--- config.mk ---
export PLATFORM = sky130hd
export DESIGN_NAME = adc_frame_overlimit_trip_guard
export DESIGN_NICKNAME = d
export VERILOG_FILES = /design/src/aftg_pkg.sv /design/src/adc_frame_overlimit_trip_guard.sv
export SDC_FILE = /design/constraint.sdc
export NUM_CORES = 1
export LEC_CHECK = 0
export BUFFER_PORTS_ARGS = -buffer_cell sky130_fd_sc_hd__clkbuf_2
export CAP_MARGIN = 30
export CORE_ASPECT_RATIO = 0.5
export CORE_MARGIN = 2
export CORE_UTILIZATION = 44
export DETAILED_ROUTE_END_ITERATION = 6
export MAX_ROUTING_LAYER = met4
export PLACE_DENSITY = 0.58
export SETUP_SLACK_MARGIN = 0.3
export SYNTH_ARGS = -nofsm -noshare
export SYNTH_HDL_FRONTEND = slang
export SYNTH_SLANG_ARGS = --single-unit
--- constraint.sdc ---
create_clock -name clk -period 6.75 [get_ports clk]
set_input_delay 1.35 -clock clk [delete_from_list [all_inputs] [get_ports clk]]
set_output_delay 1.35 -clock clk [all_outputs]
set_load 0.03 [all_outputs]
--- src/aftg_pkg.sv ---
// ---------------------------------------------------------------------------
// aftg_pkg
// Shared types and constants for the ADC frame over-limit trip guard.
// ---------------------------------------------------------------------------
package aftg_pkg;

	// Limit on the violation counter; it saturates one above this value.
	localparam int MAX_VIOL     = 4;
	// Number of ADC channels held in the per-frame channel store.
	localparam int NUM_CHANNELS = 9;

	localparam int CNT_W    = $clog2(MAX_VIOL + 2);
	localparam int CH_IDX_W = (NUM_CHANNELS > 1) ? $clog2(NUM_CHANNELS) : 1;

	localparam int CH_W      = 4;
	localparam int VALUE_W   = 12;
	localparam int DAC_CH_W  = 3;
	localparam int LEVEL_W   = 12;
	localparam int SLEVEL_W  = 13;
	localparam int CFG_W     = 13;
	localparam int CFG_IDX_W = 3;

	// Configuration register indices.
	typedef enum logic [CFG_IDX_W-1:0] {
		REG_SENSE_CHANNEL    = 3'd0,
		REG_SENSE_LEVEL      = 3'd1,
		REG_TRIP_DAC_CHANNEL = 3'd2,
		REG_TRIP_DAC_VALUE   = 3'd3,
		REG_CURRENT_CHANNEL  = 3'd4,
		REG_CURRENT_LEVEL    = 3'd5,
		REG_BIAS_CHANNEL     = 3'd6,
		REG_BIAS_LEVEL       = 3'd7
	} cfg_reg_t;

	// Cause of a violation, in priority order; CAUSE_NONE means a clean frame.
	typedef enum logic [1:0] {
		CAUSE_CURRENT = 2'd0,
		CAUSE_BIAS    = 2'd1,
		CAUSE_SENSE   = 2'd2,
		CAUSE_NONE    = 2'd3
	} cause_t;

	typedef struct packed {
		logic [15:0] sample_word;
		logic        frame_end;
	} sample_t;

	typedef struct packed {
		logic [15:0] dac_command;
		logic        tripped;
		logic [1:0]  trip_cause;
	} result_t;

endpackage

--- src/adc_frame_overlimit_trip_guard.sv ---
// ---------------------------------------------------------------------------
// adc_frame_overlimit_trip_guard
// Collects one ADC readback value per channel over a frame and, at the end of
// the frame, checks the current, bias and user sense limits, counting
// consecutive violating frames and issuing a DAC trip command.
// ---------------------------------------------------------------------------
//
//  channel  | direction | handshake                  | payload
//  ---------+-----------+----------------------------+------------------------
//  sample   | in        | sample_valid/sample_stall  | sample_t (word, end)
//  result   | out       | result_valid/result_stall  | result_t (cmd, trip, cause)
//  cfg      | in        | cfg_write                  | cfg_index, cfg_data
//
// One item per cycle is taken while no result is held under stall; an item is
// registered in the input register, and a frame end with a violation then
// yields a result in the result register. A single evaluation stage between
// the two registers runs the store update and limit compares.
// Reset clears the seen bits of the store, the counter, both valid flags and
// sets the configuration registers to their defaults. While a result waits
// under stall, an item in the input register is held there and sample_stall is raised.

module adc_frame_overlimit_trip_guard
	import aftg_pkg::*;
(
	input  logic                 clk,
	input  logic                 arst_n,
	input  logic                 sample_valid,
	output logic                 sample_stall,
	input  sample_t              sample,
	output logic                 result_valid,
	input  logic                 result_stall,
	output result_t              result,
	input  logic                 cfg_write,
	input  logic [CFG_IDX_W-1:0] cfg_index,
	input  logic [CFG_W-1:0]     cfg_data
);

	// Configuration registers.
	logic [CH_W-1:0]     sense_channel_q;
	logic [SLEVEL_W-1:0] sense_level_q;
	logic [DAC_CH_W-1:0] trip_dac_channel_q;
	logic [VALUE_W-1:0]  trip_dac_value_q;
	logic [CH_W-1:0]     current_channel_q;
	logic [LEVEL_W-1:0]  current_level_q;
	logic [CH_W-1:0]     bias_channel_q;
	logic [LEVEL_W-1:0]  bias_level_q;

	// Pipeline and store state.
	logic                    valid_s1;
	sample_t                 item_s1;
	logic [NUM_CHANNELS-1:0] seen_q;
	logic [VALUE_W-1:0]      value_q [NUM_CHANNELS];
	logic [CNT_W-1:0]        count_q;
	logic                    out_valid_q;
	result_t                 out_q;

	// Evaluation signals.
	logic                    advance;
	logic [CH_W-1:0]         ch;
	logic [VALUE_W-1:0]      val;
	logic                    ch_ok;
	logic [NUM_CHANNELS-1:0] hit;
	logic [NUM_CHANNELS-1:0] over_cur;
	logic [NUM_CHANNELS-1:0] over_bias;
	logic [NUM_CHANNELS-1:0] over_sense;
	logic [VALUE_W-1:0]      eff_val [NUM_CHANNELS];
	logic [NUM_CHANNELS-1:0] eff_seen;
	cause_t                  cause;
	logic [CNT_W-1:0]        next_count;
	logic                    trip;
	logic [15:0]             cmd;

	// Picks one channel's flag; a channel outside the store is never over.
	function automatic logic pick(input logic [NUM_CHANNELS-1:0] flags,
			input logic [CH_W-1:0] chan);
		logic ok;
		ok = ({1'b0, chan} < (CH_W+1)'(NUM_CHANNELS));
		return ok ? flags[chan[CH_IDX_W-1:0]] : 1'b0;
	endfunction

	// The evaluation stage moves on unless a result is still held by stall.
	assign advance      = valid_s1 && !(out_valid_q && result_stall);
	assign sample_stall = valid_s1 && !advance;
	assign result_valid = out_valid_q;
	assign result       = out_q;

	// Configuration writes.
	always_ff @(posedge clk or negedge arst_n) begin
		if (!arst_n) begin
			sense_channel_q    <= CH_W'(0);
			sense_level_q      <= SLEVEL_W'(4100);
			trip_dac_channel_q <= DAC_CH_W'(2);
			trip_dac_value_q   <= VALUE_W'(0);
			current_channel_q  <= CH_W'(3);
			current_level_q    <= LEVEL_W'(60);
			bias_channel_q     <= CH_W'(2);
			bias_level_q       <= LEVEL_W'(1420);
		end else if (cfg_write) begin
			case (cfg_reg_t'(cfg_index))
				REG_SENSE_CHANNEL:    sense_channel_q    <= cfg_data[CH_W-1:0];
				REG_SENSE_LEVEL:      sense_level_q      <= cfg_data[SLEVEL_W-1:0];
				REG_TRIP_DAC_CHANNEL: trip_dac_channel_q <= cfg_data[DAC_CH_W-1:0];
				REG_TRIP_DAC_VALUE:   trip_dac_value_q   <= cfg_data[VALUE_W-1:0];
				REG_CURRENT_CHANNEL:  current_channel_q  <= cfg_data[CH_W-1:0];
				REG_CURRENT_LEVEL:    current_level_q    <= cfg_data[LEVEL_W-1:0];
				REG_BIAS_CHANNEL:     bias_channel_q     <= cfg_data[CH_W-1:0];
				REG_BIAS_LEVEL:       bias_level_q       <= cfg_data[LEVEL_W-1:0];
				default: ;
			endcase
		end
	end

	// Input register.
	always_ff @(posedge clk or negedge arst_n) begin
		if (!arst_n) begin
			valid_s1 <= 1'b0;
		end else if (sample_valid && !sample_stall) begin
			valid_s1 <= 1'b1;
		end else if (advance) begin
			valid_s1 <= 1'b0;
		end
	end

	always_ff @(posedge clk) begin
		if (sample_valid && !sample_stall) begin
			item_s1 <= sample;
		end
	end

	// Store as seen by this item: the current word fills an empty entry.
	always_comb begin
		ch    = item_s1.sample_word[15:12];
		val   = item_s1.sample_word[VALUE_W-1:0];
		ch_ok = ({1'b0, ch} < (CH_W+1)'(NUM_CHANNELS));
		for (int i = 0; i < NUM_CHANNELS; i++) begin
			hit[i]        = ch_ok && (ch[CH_IDX_W-1:0] == CH_IDX_W'(i));
			eff_seen[i]   = seen_q[i] | hit[i];
			eff_val[i]    = seen_q[i] ? value_q[i] : val;
			over_cur[i]   = eff_seen[i] && (eff_val[i] > current_level_q);
			over_bias[i]  = eff_seen[i] && (eff_val[i] > bias_level_q);
			over_sense[i] = eff_seen[i] && ({1'b0, eff_val[i]} > sense_level_q);
		end
	end

	// Limit check in priority order, counter update and command word.
	always_comb begin
		if (pick(over_cur, current_channel_q)) begin
			cause = CAUSE_CURRENT;
		end else if (pick(over_bias, bias_channel_q)) begin
			cause = CAUSE_BIAS;
		end else if (pick(over_sense, sense_channel_q)) begin
			cause = CAUSE_SENSE;
		end else begin
			cause = CAUSE_NONE;
		end

		next_count = (count_q <= CNT_W'(MAX_VIOL)) ? count_q + CNT_W'(1) : count_q;
		trip       = (next_count > CNT_W'(MAX_VIOL));

		cmd = 16'h0000;
		if (trip) begin
			if (cause == CAUSE_SENSE) begin
				cmd = {1'b1, trip_dac_channel_q, trip_dac_value_q};
			end else begin
				cmd = {1'b1, bias_channel_q[DAC_CH_W-1:0], VALUE_W'(0)};
			end
		end
	end

	// Seen bits and the violation counter.
	always_ff @(posedge clk or negedge arst_n) begin
		if (!arst_n) begin
			seen_q  <= '0;
			count_q <= '0;
		end else if (advance) begin
			if (item_s1.frame_end) begin
				seen_q  <= '0;
				count_q <= (cause == CAUSE_NONE) ? CNT_W'(0) : next_count;
			end else begin
				seen_q <= seen_q | hit;
			end
		end
	end

	// Channel values: only the first word on a channel in a frame is kept.
	always_ff @(posedge clk) begin
		for (int i = 0; i < NUM_CHANNELS; i++) begin
			if (advance && !item_s1.frame_end && hit[i] && !seen_q[i]) begin
				value_q[i] <= val;
			end
		end
	end

	// Result register.
	always_ff @(posedge clk or negedge arst_n) begin
		if (!arst_n) begin
			out_valid_q <= 1'b0;
		end else if (advance && item_s1.frame_end && (cause != CAUSE_NONE)) begin
			out_valid_q <= 1'b1;
		end else if (!result_stall) begin
			out_valid_q <= 1'b0;
		end
	end

	always_ff @(posedge clk) begin
		if (advance && item_s1.frame_end && (cause != CAUSE_NONE)) begin
			out_q.dac_command <= cmd;
			out_q.tripped     <= trip;
			out_q.trip_cause  <= cause;
		end
	end

endmodule

==> flow_summary.json, run 1 <==
{
  "drtAntennaViolNets": 0,
  "cts.clk_slew.worst_paths_ns": 0.07,
  "wl_um": 62000,
  "timing.rr.end": "result[3]",
  "drt_iter0_markers": 1263,
  "cp.arrival_ns": 4.88,
  "dr_wl_met3_um": 8148,
  "die_w_um": 277.0,
  "cts-hold-fix-buffers": 0,
  "timing.slew.headroom": 0.2989,
  "synthesis.nets": 1796,
  "cp-end-kind": "register",
  "clock_path_buffers": 3,
  "required_ns": 6.92,
  "dieArea_mm2": 0.03892,
  "cts_resized": 0,
  "antenna_found_initial": 3,
  "ios": 59,
  "setup_viol": 0,
  "hold_end": "trip_dac_value_q[9]",
  "syn_avg_cell_area_um2": 11.45,
  "r2r_cells": 11,
  "min_path_type": "register to register",
  "design_area_mm2": 0.01837,
  "dr.max_layer_used": "met4",
  "leakagePower_nw": 7.722,
  "routed_via_density": 6.381,
  "ys.flop_type": "edfxtp_1",
  "hold-path-cell-count": 1,
  "whs_ns": 0.5001,
  "diodes": 0,
  "ir_drop_mv": 0.1614,
  "via_count": 12959,
  "dp_hpwl_um": 43730,
  "root_buffer": "clkbuf_16",
  "yosysWarnings": 0,
  "cp_max_fo": 19,
  "met2_length_um": 23790,
  "fillers": 3232,
  "area_delta_synth_final_pct": 12.01,
  "gp_congestion": 0.9803,
  "postCtsSetupBuffers": 0,
  "final_nets": 1895,
  "final.setup.tns_ns": 0,
  "synth-seq-cells": 222,
  "synth-edff-count": 144,
  "cp_slowest_stage_delay_ns": 0.82,
  "grt_overflow": 0,
  "critPathTopFamily": "simple AND/OR/NAND/NOR gates",
  "worst_pin_slew_ns": 1.050,
  "maxClockFrequency_ghz": 0.2122,
  "rows": 49,
  "criticalPathCategory": "register to register",
  "finalHoldViolations": 0,
  "fp.dieH_um": 140.5,
  "skew_ns": 0.01758,
  "dpl_cell_area_mm2": 0.01757,
  "rsz0062_at_grt": "false",
  "ys_async_sr_fraction": 0.3514,
  "yosysUniqueCellTypes": 69,
  "synthCells": 1432,
  "fin_crit_ns": 4.712,
  "wire_per_inst_um": 30.53,
  "wl_met1_um": 28110,
  "reg2reg_slack_ns": 2.04,
  "reg2reg_from": "seen_q[4]",
  "cts_sinks": 222,
  "fin_crit_sh": 0.6981,
  "ys_seq_area_frac": 0.3839,
  "grt_max_degree": 69,
  "coreArea_mm2": 0.03629,
  "crit_path_cell_trace": "mux2_2 -> ha_1 -> and3_1 -> nand4_1 -> a21oi_1 -> a2111oi_0 -> nor4_1 -> o32ai_1 -> o311ai_2 -> nor3_1 -> nor2_2",
  "finish.utilization": 0.5060,
  "synthesis.area_mm2": 0.01640,
  "grt_pass1_wl_um": 86520,
  "start_util": 0.4518,
  "cts_made_buffers": 22,
  "drv_cap": 0,
  "port_buffers": 58,
  "clock_latency_ns": 0.55,
  "start_kind": "register",
  "outcome": "finished, final reports clean",
  "drive_gt1_frac": 0.2127,
  "htree_levels": 1,
  "cp_num_buf_inv": 0,
  "cts_tree": "built",
  "drc": 0,
  "powerDensity_mw_per_mm2": 299.2,
  "grt_usage": 0.3239,
  "cpMaxStageDelayCell": "dfrtp_1",
  "grt_pass1_vias": 12383,
  "hold_start": "trip_dac_value_q[9]",
  "drt_first_pass_iters": 5,
  "slew_viol_final": 0
}
final cells by class:
class	instances	area, um^2	share of cell area
clock buffer	31	634.4	0.03454
clock inverter	9	122.6	0.006676
inverter	44	165.2	0.008992
multi-input combinational	1133	9857	0.5367
sequential	222	6295	0.3427
tap	484	605.6	0.03297
timing repair buffer	108	686.9	0.03740
registers in the layout, indices dropped and copies added, names as in the netlist:
register	flops
value_q	108
result	19
item_s1	13
sense_level_q	13
bias_level_q	12
current_level_q	12
trip_dac_value_q	12
seen_q	9
bias_channel_q	4
ch	4
current_channel_q	4
sense_channel_q	4
count_q	3
trip_dac_channel_q	3
result_valid	1
valid_s1	1
power by group:
| group | switching, mW | internal (mW) |
|---|---|---|
| logic | 1.49 | 0.891 |
| registers | 0.180 | 1.61 |
| clock network | 0.577 | 0.741 |
| total | 2.25 | 3.24 |
layer usage:
metal  GRT usage  vias to the layer above
li1            -                     5839
met2      0.4311                      617
met1      0.4498                     6374
met5           -                        -
met4     0.08638                        0
met3      0.1289                      129
stage by stage:
stage / power (mW) / std cells / setup slack (ns)
CTS: 5.446 / 2029 / 2.124
global placement: 4.028 / 1987 / 2.261
global route: 5.783 / 2031 / 1.881
detailed placement: 4.111 / 1989 / 2.126
finish: 5.495 / 2031 / 2.038
floorplan: 3.177 / 1432 / 2.563
synth_stat cells (26+ instances only):
cell type | n | area share
nor2b_1 | 37 | 0.014
nor2_1 | 44 | 0.010
inv_1 | 44 | 0.010
o21ai_0 | 45 | 0.014
nand3_1 | 33 | 0.010
a21oi_1 | 104 | 0.032
dfrtp_1 | 63 | 0.096
ha_1 | 326 | 0.25
edfxtp_1 | 144 | 0.26
clkbuf_1 | 26 | 0.0060
mux2_2 | 152 | 0.10
nand4_1 | 61 | 0.023
nor3_1 | 28 | 0.0085
a21o_1 | 52 | 0.024
nand2_1 | 40 | 0.0092
how the worst max path moves through the flow:
stage	start	to	slack, ns	cells past startpoint
finish	seen_q[4]	result[3]	2.04	11
global route	seen_q[3]	result[3]	1.88	11
CTS	seen_q[2]	result[3]	2.12	10
detailed placement	seen_q[2]	result[11]	2.13	10
global placement	seen_q[2]	result[12]	2.26	10
floorplan	seen_q[2]	result[0]	2.56	12
layout by cell type (no fill, tap or decap), drive strengths merged, types with 6 or more instances in the layout:
| cell | Yosys | routed |
|---|---|---|
| a21o | 52 | 52 |
| edfxtp | 144 | 144 |
| nor2 | 44 | 44 |
| nand2b | 13 | 13 |
| nor4b | 6 | 6 |
| nor3 | 28 | 28 |
| o21ai | 49 | 49 |
| o21a | 7 | 7 |
| a21boi | 7 | 7 |
| mux2i | 10 | 10 |
| nand4 | 61 | 61 |
| and3 | 12 | 12 |
| or2 | 6 | 6 |
| inv | 44 | 46 |
| nand4b | 7 | 7 |
| nand3 | 33 | 33 |
| clkbuf | 26 | 88 |
| dfstp | 15 | 15 |
| ha | 326 | 326 |
| buf | 7 | 51 |
| mux2 | 152 | 152 |
| dfrtp | 63 | 63 |
| and2 | 14 | 14 |
| o211ai | 22 | 22 |
| a21oi | 105 | 105 |
| nand2 | 40 | 40 |
| nor4 | 8 | 8 |
| a211oi | 19 | 19 |
| nor2b | 37 | 37 |
logic make-up (layout without fill, tap and decap cells):
| kind of cell | count (synthesis) | in the layout | synth area share |
|---|---|---|---|
| multiplexers | 162 | 162 | 0.1105 |
| AND/OR/NAND/NOR | 327 | 327 | 0.1123 |
| adder cells (fa/ha/maj) | 326 | 326 | 0.2488 |
| XOR/XNOR | 1 | 1 | 0.0005342 |
| buffers and inverters | 77 | 192 | 0.01801 |
| AO/OA/AOI/OAI | 317 | 317 | 0.1260 |
| flip-flops | 222 | 222 | 0.3839 |
Power figures use the tool's default switching activity.
==> run 2: changes to the inputs <==
- clock period: 6.75 -> 4.75 ns (I/O delays scaled with it)
==> run 2 against run 1 <==
Compared with the run above: sequential power up 44%; clock skew shrank 0.0035 ns; clock power increased by 43%; setup slack worse by 1.5 ns; critical endpoint is now result[11].
==> flow_summary.json, run 2 (synthesis results as in run 1) <==
{
  "outcome": "finished, final reports clean",
  "grt_pass1_wl_um": 87960,
  "grt_max_degree": 49,
  "total_power_mw": 7.832,
  "layout_common_cells": "ha_1, mux2_2, edfxtp_1",
  "root_buffer": "clkbuf_16",
  "skew_ns": 0.01412,
  "ir_drop_mv": 0.2556,
  "leakagePower_nw": 7.870,
  "rsz0062_at_grt": "false",
  "maxClockFrequency_ghz": 0.2361,
  "clock_latency_ns": 0.56,
  "grt_usage": 0.3190,
  "port_buffers": 58,
  "grt_overflow": 0,
  "cts.clk_slew.worst_paths_ns": 0.07,
  "dp_hpwl_um": 46130,
  "final_common_cell": "ha_1",
  "drive_gt1_frac": 0.2273,
  "slew_viol_final": 0,
  "postCtsSetupBuffers": 0,
  "start_util": 0.4518,
  "htree_levels": 1,
  "min_path_type": "input port to async pin",
  "critPathTopFamily": "simple AND/OR/NAND/NOR gates",
  "drt_iter0_markers": 1333,
  "via_count": 13298,
  "drv_cap": 0,
  "grt_pass1_vias": 13202,
  "cpMostUsedCell": "nor3_1",
  "setup_viol": 0,
  "worst_pin_slew_ns": 1.050,
  "largest_reg_flops": 108,
  "cp_max_fo": 19,
  "drc": 0,
  "cpMaxStageDelayCell": "dfrtp_1",
  "drt_first_pass_iters": 6,
  "ios": 59,
  "whs_ns": 0.3555,
  "cts_sinks": 222,
  "wl_um": 60540,
  "crit_path_cell_trace": "mux2_2 -> ha_1 -> and4_1 -> a221o_1 -> a211oi_1 -> nor3_1 -> a2bb2oi_1 -> buf_4 -> nand2_1 -> nor3_1 -> nor2_4",
  "clock_path_buffers": 3,
  "cp_num_buf_inv": 1,
  "diodes": 0,
  "coreArea_mm2": 0.03629,
  "fin_crit_ns": 4.236,
  "cts_made_buffers": 24,
  "rows": 49,
  "cts_tree": "built",
  "powerDensity_mw_per_mm2": 420.6,
  "fin_crit_sh": 0.8917,
  "drtAntennaViolNets": 0,
  "cp.arrival_ns": 4.51,
  "finalHoldViolations": 0,
  "gp_congestion": 1.021,
  "required_ns": 5.02,
  "die_w_um": 277.0,
  "dieArea_mm2": 0.03892,
  "fp.dieH_um": 140.5,
  "cp_slowest_stage_delay_ns": 0.82,
  "wire_per_inst_um": 29.40,
  "final_nets": 1921,
  "antenna_found_initial": 1,
  "finish.utilization": 0.5130,
  "cp-end-kind": "register",
  "final.setup.tns_ns": 0,
  "top_register": "value_q",
  "routed_via_density": 6.458,
  "criticalPathCategory": "register to register",
  "area_delta_synth_final_pct": 13.56,
  "start_kind": "register",
  "timing.slew.headroom": 0.2971
}
-- run 2: power breakdown --
group          internal [mW]  switching, mW
clock                   1.04          0.856
sequential              2.29          0.284
combinational           1.32           2.04
total                   4.65           3.18
-- run 2: final timing paths --
check	depth (start not counted)	slack, ns	startpoint	end
max	11	0.51	seen_q[1]	result[11]
min	1	0.36	arst_n	bias_level_q[9]
max reg2reg	11	0.51	seen_q[1]	result[11]
min reg2reg	1	0.50	trip_dac_value_q[2]	trip_dac_value_q[2]
max in group asynchronous	2	3.72	arst_n	bias_channel_q[1]
min in group clk	1	0.50	trip_dac_value_q[2]	trip_dac_value_q[2]
-- run 2: layer usage --
metal,track usage,vias up,part of all wire
li1,-,5898,-
met1,0.4518,6607,0.46
met2,0.4606,653,0.41
met3,0.06372,140,0.097
met4,0.09153,0,0.032
met5,-,-,0
-- run 2: stage by stage --
step	std cells	worst slack [ns]	instance area (um^2)
5_1_grt	2059	0.3908	18620
4_1_cts	2058	0.4183	18590
3_5_place_dp	2014	0.1675	17810
2_1_floorplan	1432	0.5630	16400
3_3_place_gp	2013	0.2702	17790
6_report	2059	0.5142	18620
-- run 2: layout make-up --
class | instances | area (um^2)
multi-input cells | 1133 | 9897
repair buffers | 132 | 884.6
clock inverters | 9 | 68.82
clock buffers | 35 | 703.2
flip-flops and latches | 222 | 6296
inverters | 44 | 165.2
fillers | 3218 | 17670
well taps | 484 | 605.6
-- run 2: what timing repair did --
item,4_1_cts,5_1_grt
gates resized for setup,1,3
endpoints found under the setup margin,19,19
hold buffers,0,0
hold endpoints to repair,0,0
==> run 3: changes to the inputs <==
- ABC_AREA: default -> 1
==> run 3 against run 2 <==
Compared with the run above: synthesized cell count increased by 47%; maximum frequency rose by 9.5%; hold slack improved by 0.10 ns; combinational power rose by 1%; global-route usage decreased by 3.8 points; clock power decreased by 2%; non-clock buffer count down 38; cell area rose by 2.0%; utilization shrank 2.2 points; count of clock-buffer cells in the layout down 5; largest power group unchanged.
==> flow_summary.json, run 3 <==
{
  "coreArea_mm2": 0.03867,
  "synthTopCellsByCount": "nand2_1, ha_1, inv_1, o21ai_0, edfxtp_1",
  "dp_hpwl_um": 42310,
  "root_buffer": "clkbuf_16",
  "cts_resized": 0,
  "synth-edff-count": 144,
  "rows": 51,
  "synth-seq-cells": 222,
  "finalHoldViolations": 0,
  "layout_common_cells": "nand2_1, ha_1, inv_1",
  "timing.final.ws_setup_ns": 0.8800,
  "criticalPathCategory": "register to register",
  "synthesis.nets": 2471,
  "cts.clk_slew.worst_paths_ns": 0.07,
  "leakagePower_nw": 9.090,
  "gp_congestion": 0.9903,
  "cts-hold-fix-buffers": 0,
  "maxClockFrequency_ghz": 0.2584,
  "worst_pin_slew_ns": 0.8481,
  "largest_reg_flops": 108,
  "htree_levels": 1,
  "fin_crit_sh": 0.8147,
  "via_count": 14543,
  "drt_iter0_markers": 1428,
  "cts_tree": "built",
  "slew_viol_final": 0,
  "outcome": "finished, final reports clean",
  "pre_cts_slack_ns": 0.9653,
  "fin_crit_ns": 3.870,
  "cts_made_buffers": 23,
  "postCtsSetupBuffers": 0,
  "ys_async_sr_fraction": 0.3514,
  "yosysUniqueCellTypes": 40,
  "fp.dieH_um": 143.6,
  "clock_path_buffers": 3,
  "start_util": 0.4432,
  "setup_viol": 0,
  "ios": 59,
  "grt_overflow": 0,
  "ys.flop_type": "edfxtp_1",
  "cp-end-kind": "register",
  "top_register": "value_q",
  "grt_pass1_wl_um": 81900,
  "timing.slew.headroom": 0.4346,
  "drt_first_pass_iters": 6,
  "cp_max_fo": 25,
  "die_w_um": 283.1,
  "drc": 0,
  "start_kind": "register",
  "drtAntennaViolNets": 0,
  "min_path_type": "input port to async pin",
  "drive_gt1_frac": 0.08209,
  "synthCells": 2107,
  "final.setup.tns_ns": 0,
  "drv_cap": 0,
  "grt_pass1_vias": 13188,
  "synthesis.area_mm2": 0.01714,
  "ir_drop_mv": 0.2281,
  "yosysWarnings": 0,
  "wl_um": 55460,
  "grt_usage": 0.2812,
  "cts_sinks": 222,
  "skew_ns": 0.01925,
  "yosysTopAreaCell": "edfxtp_1",
  "ys_seq_area_frac": 0.3673,
  "rsz0062_at_grt": "false",
  "area_delta_synth_final_pct": 10.86,
  "powerDensity_mw_per_mm2": 408.5,
  "synth.top_cell.area_share": 0.2523,
  "syn_avg_cell_area_um2": 8.134,
  "final_common_cell": "nand2_1",
  "ys_top_cells_by_area": "edfxtp_1, ha_1, nand2_1",
  "port_buffers": 58,
  "clock_latency_ns": 0.56,
  "dieArea_mm2": 0.04064,
  "routed_via_density": 5.313,
  "wire_per_inst_um": 20.26,
  "grt_max_degree": 65,
  "final_nets": 2552,
  "required_ns": 5.07,
  "yosysMostFrequentCell": "nand2_1",
  "antenna_found_initial": 0,
  "cp.arrival_ns": 4.19
}
-- run 3: changes by cell type after synthesis, moves of 37 or more --
cell     delta
nand2_1   +606
inv_1     +208
mux2_2    -152
o21ai_0   +130
nor2_1     +72
a21o_1     -42
nand4_1    -37
nor2b_1    -37
-- run 3: worst max-delay path, stage by stage, from the launching register on --
cell and delay, ns:
dfrtp_1 0.89, o21ai_0 0.40, ha_1 0.41, nand2_1 0.07, nor2_1 0.20, nand2_1 0.11, nor2_1 0.10, nor2_1 0.05
nand2_1 0.06, nand3_1 0.12, nand3_1 0.11, nand2_1 0.14, nand2_1 0.11, nand2_2 0.07, nor2_4 0.23, nand2_1 0.16
nand2_1 0.11, inv_1 0.09, buf_12 0.16
-- run 3: final cells by class --
class                   count  area [um^2]
inverters                 256        964.7
flip-flops and latches    222         6295
well taps                 530        663.1
diodes                      2        5.005
clock buffers              30        601.8
fillers                  3747        19670
repair buffers             94        583.1
clock inverters            12        125.1
multi-input cells        1591         9762
-- run 3: worst paths after layout --
check | startpoint | to | slack (ns) | cells after the start
min in group clk | sense_level_q[6] | sense_level_q[6] | 0.48 | 2
hold / removal | arst_n | result_valid | 0.46 | 1
hold reg to reg | sense_level_q[6] | sense_level_q[6] | 0.48 | 2
setup / recovery | seen_q[5] | result[13] | 0.88 | 18
max in group asynchronous | arst_n | bias_level_q[3] | 3.45 | 2
setup reg to reg | seen_q[5] | result[13] | 0.88 | 18
-- run 3: logic make-up after synthesis --
group | share of synthesized area
AOI/OAI and AO/OA | 0.1035
xor gates and xnor gates | 0.0005112
adders and majority gates | 0.2380
buffers and inverters | 0.06600
DFF | 0.3673
muxes | 0.005257
and+or+nand+nor | 0.2194
-- run 3: metrics by stage --
stage / std cells / util / area [um^2] / power (mW) / hold WS (ns)
after detailed placement: 2693 / 0.4724 / 18270 / 5.883 / 0.4729
after global placement: 2691 / 0.4718 / 18250 / 5.834 / 0.4654
after floorplan: 2107 / - / 17140 / 4.825 / 0.4530
after global routing: 2735 / 0.4912 / 18990 / 8.378 / 0.5041
after CTS: 2735 / 0.4912 / 18990 / 7.752 / 0.4888
final: 2737 / 0.4913 / 19000 / 7.761 / 0.4584
-- run 3: report_power, final --
| group | internal [mW] | switching [mW] | leakage (nW) |
|---|---|---|---|
| sequential | 2.28 | 0.224 | 2.27 |
| combinational | 1.18 | 2.23 | 6.47 |
| clock | 1.01 | 0.839 | 0.350 |
| total | 4.47 | 3.29 | 9.09 |
-- run 3: metal layers --
| layer | vias to the layer above | track usage | share of wire |
|---|---|---|---|
| met5 | - | - | 0 |
| li1 | 7225 | - | - |
| met4 | 0 | 0.06823 | 0.024 |
| met1 | 6740 | 0.4066 | 0.49 |
| met3 | 74 | 0.04206 | 0.078 |
| met2 | 504 | 0.4125 | 0.41 |
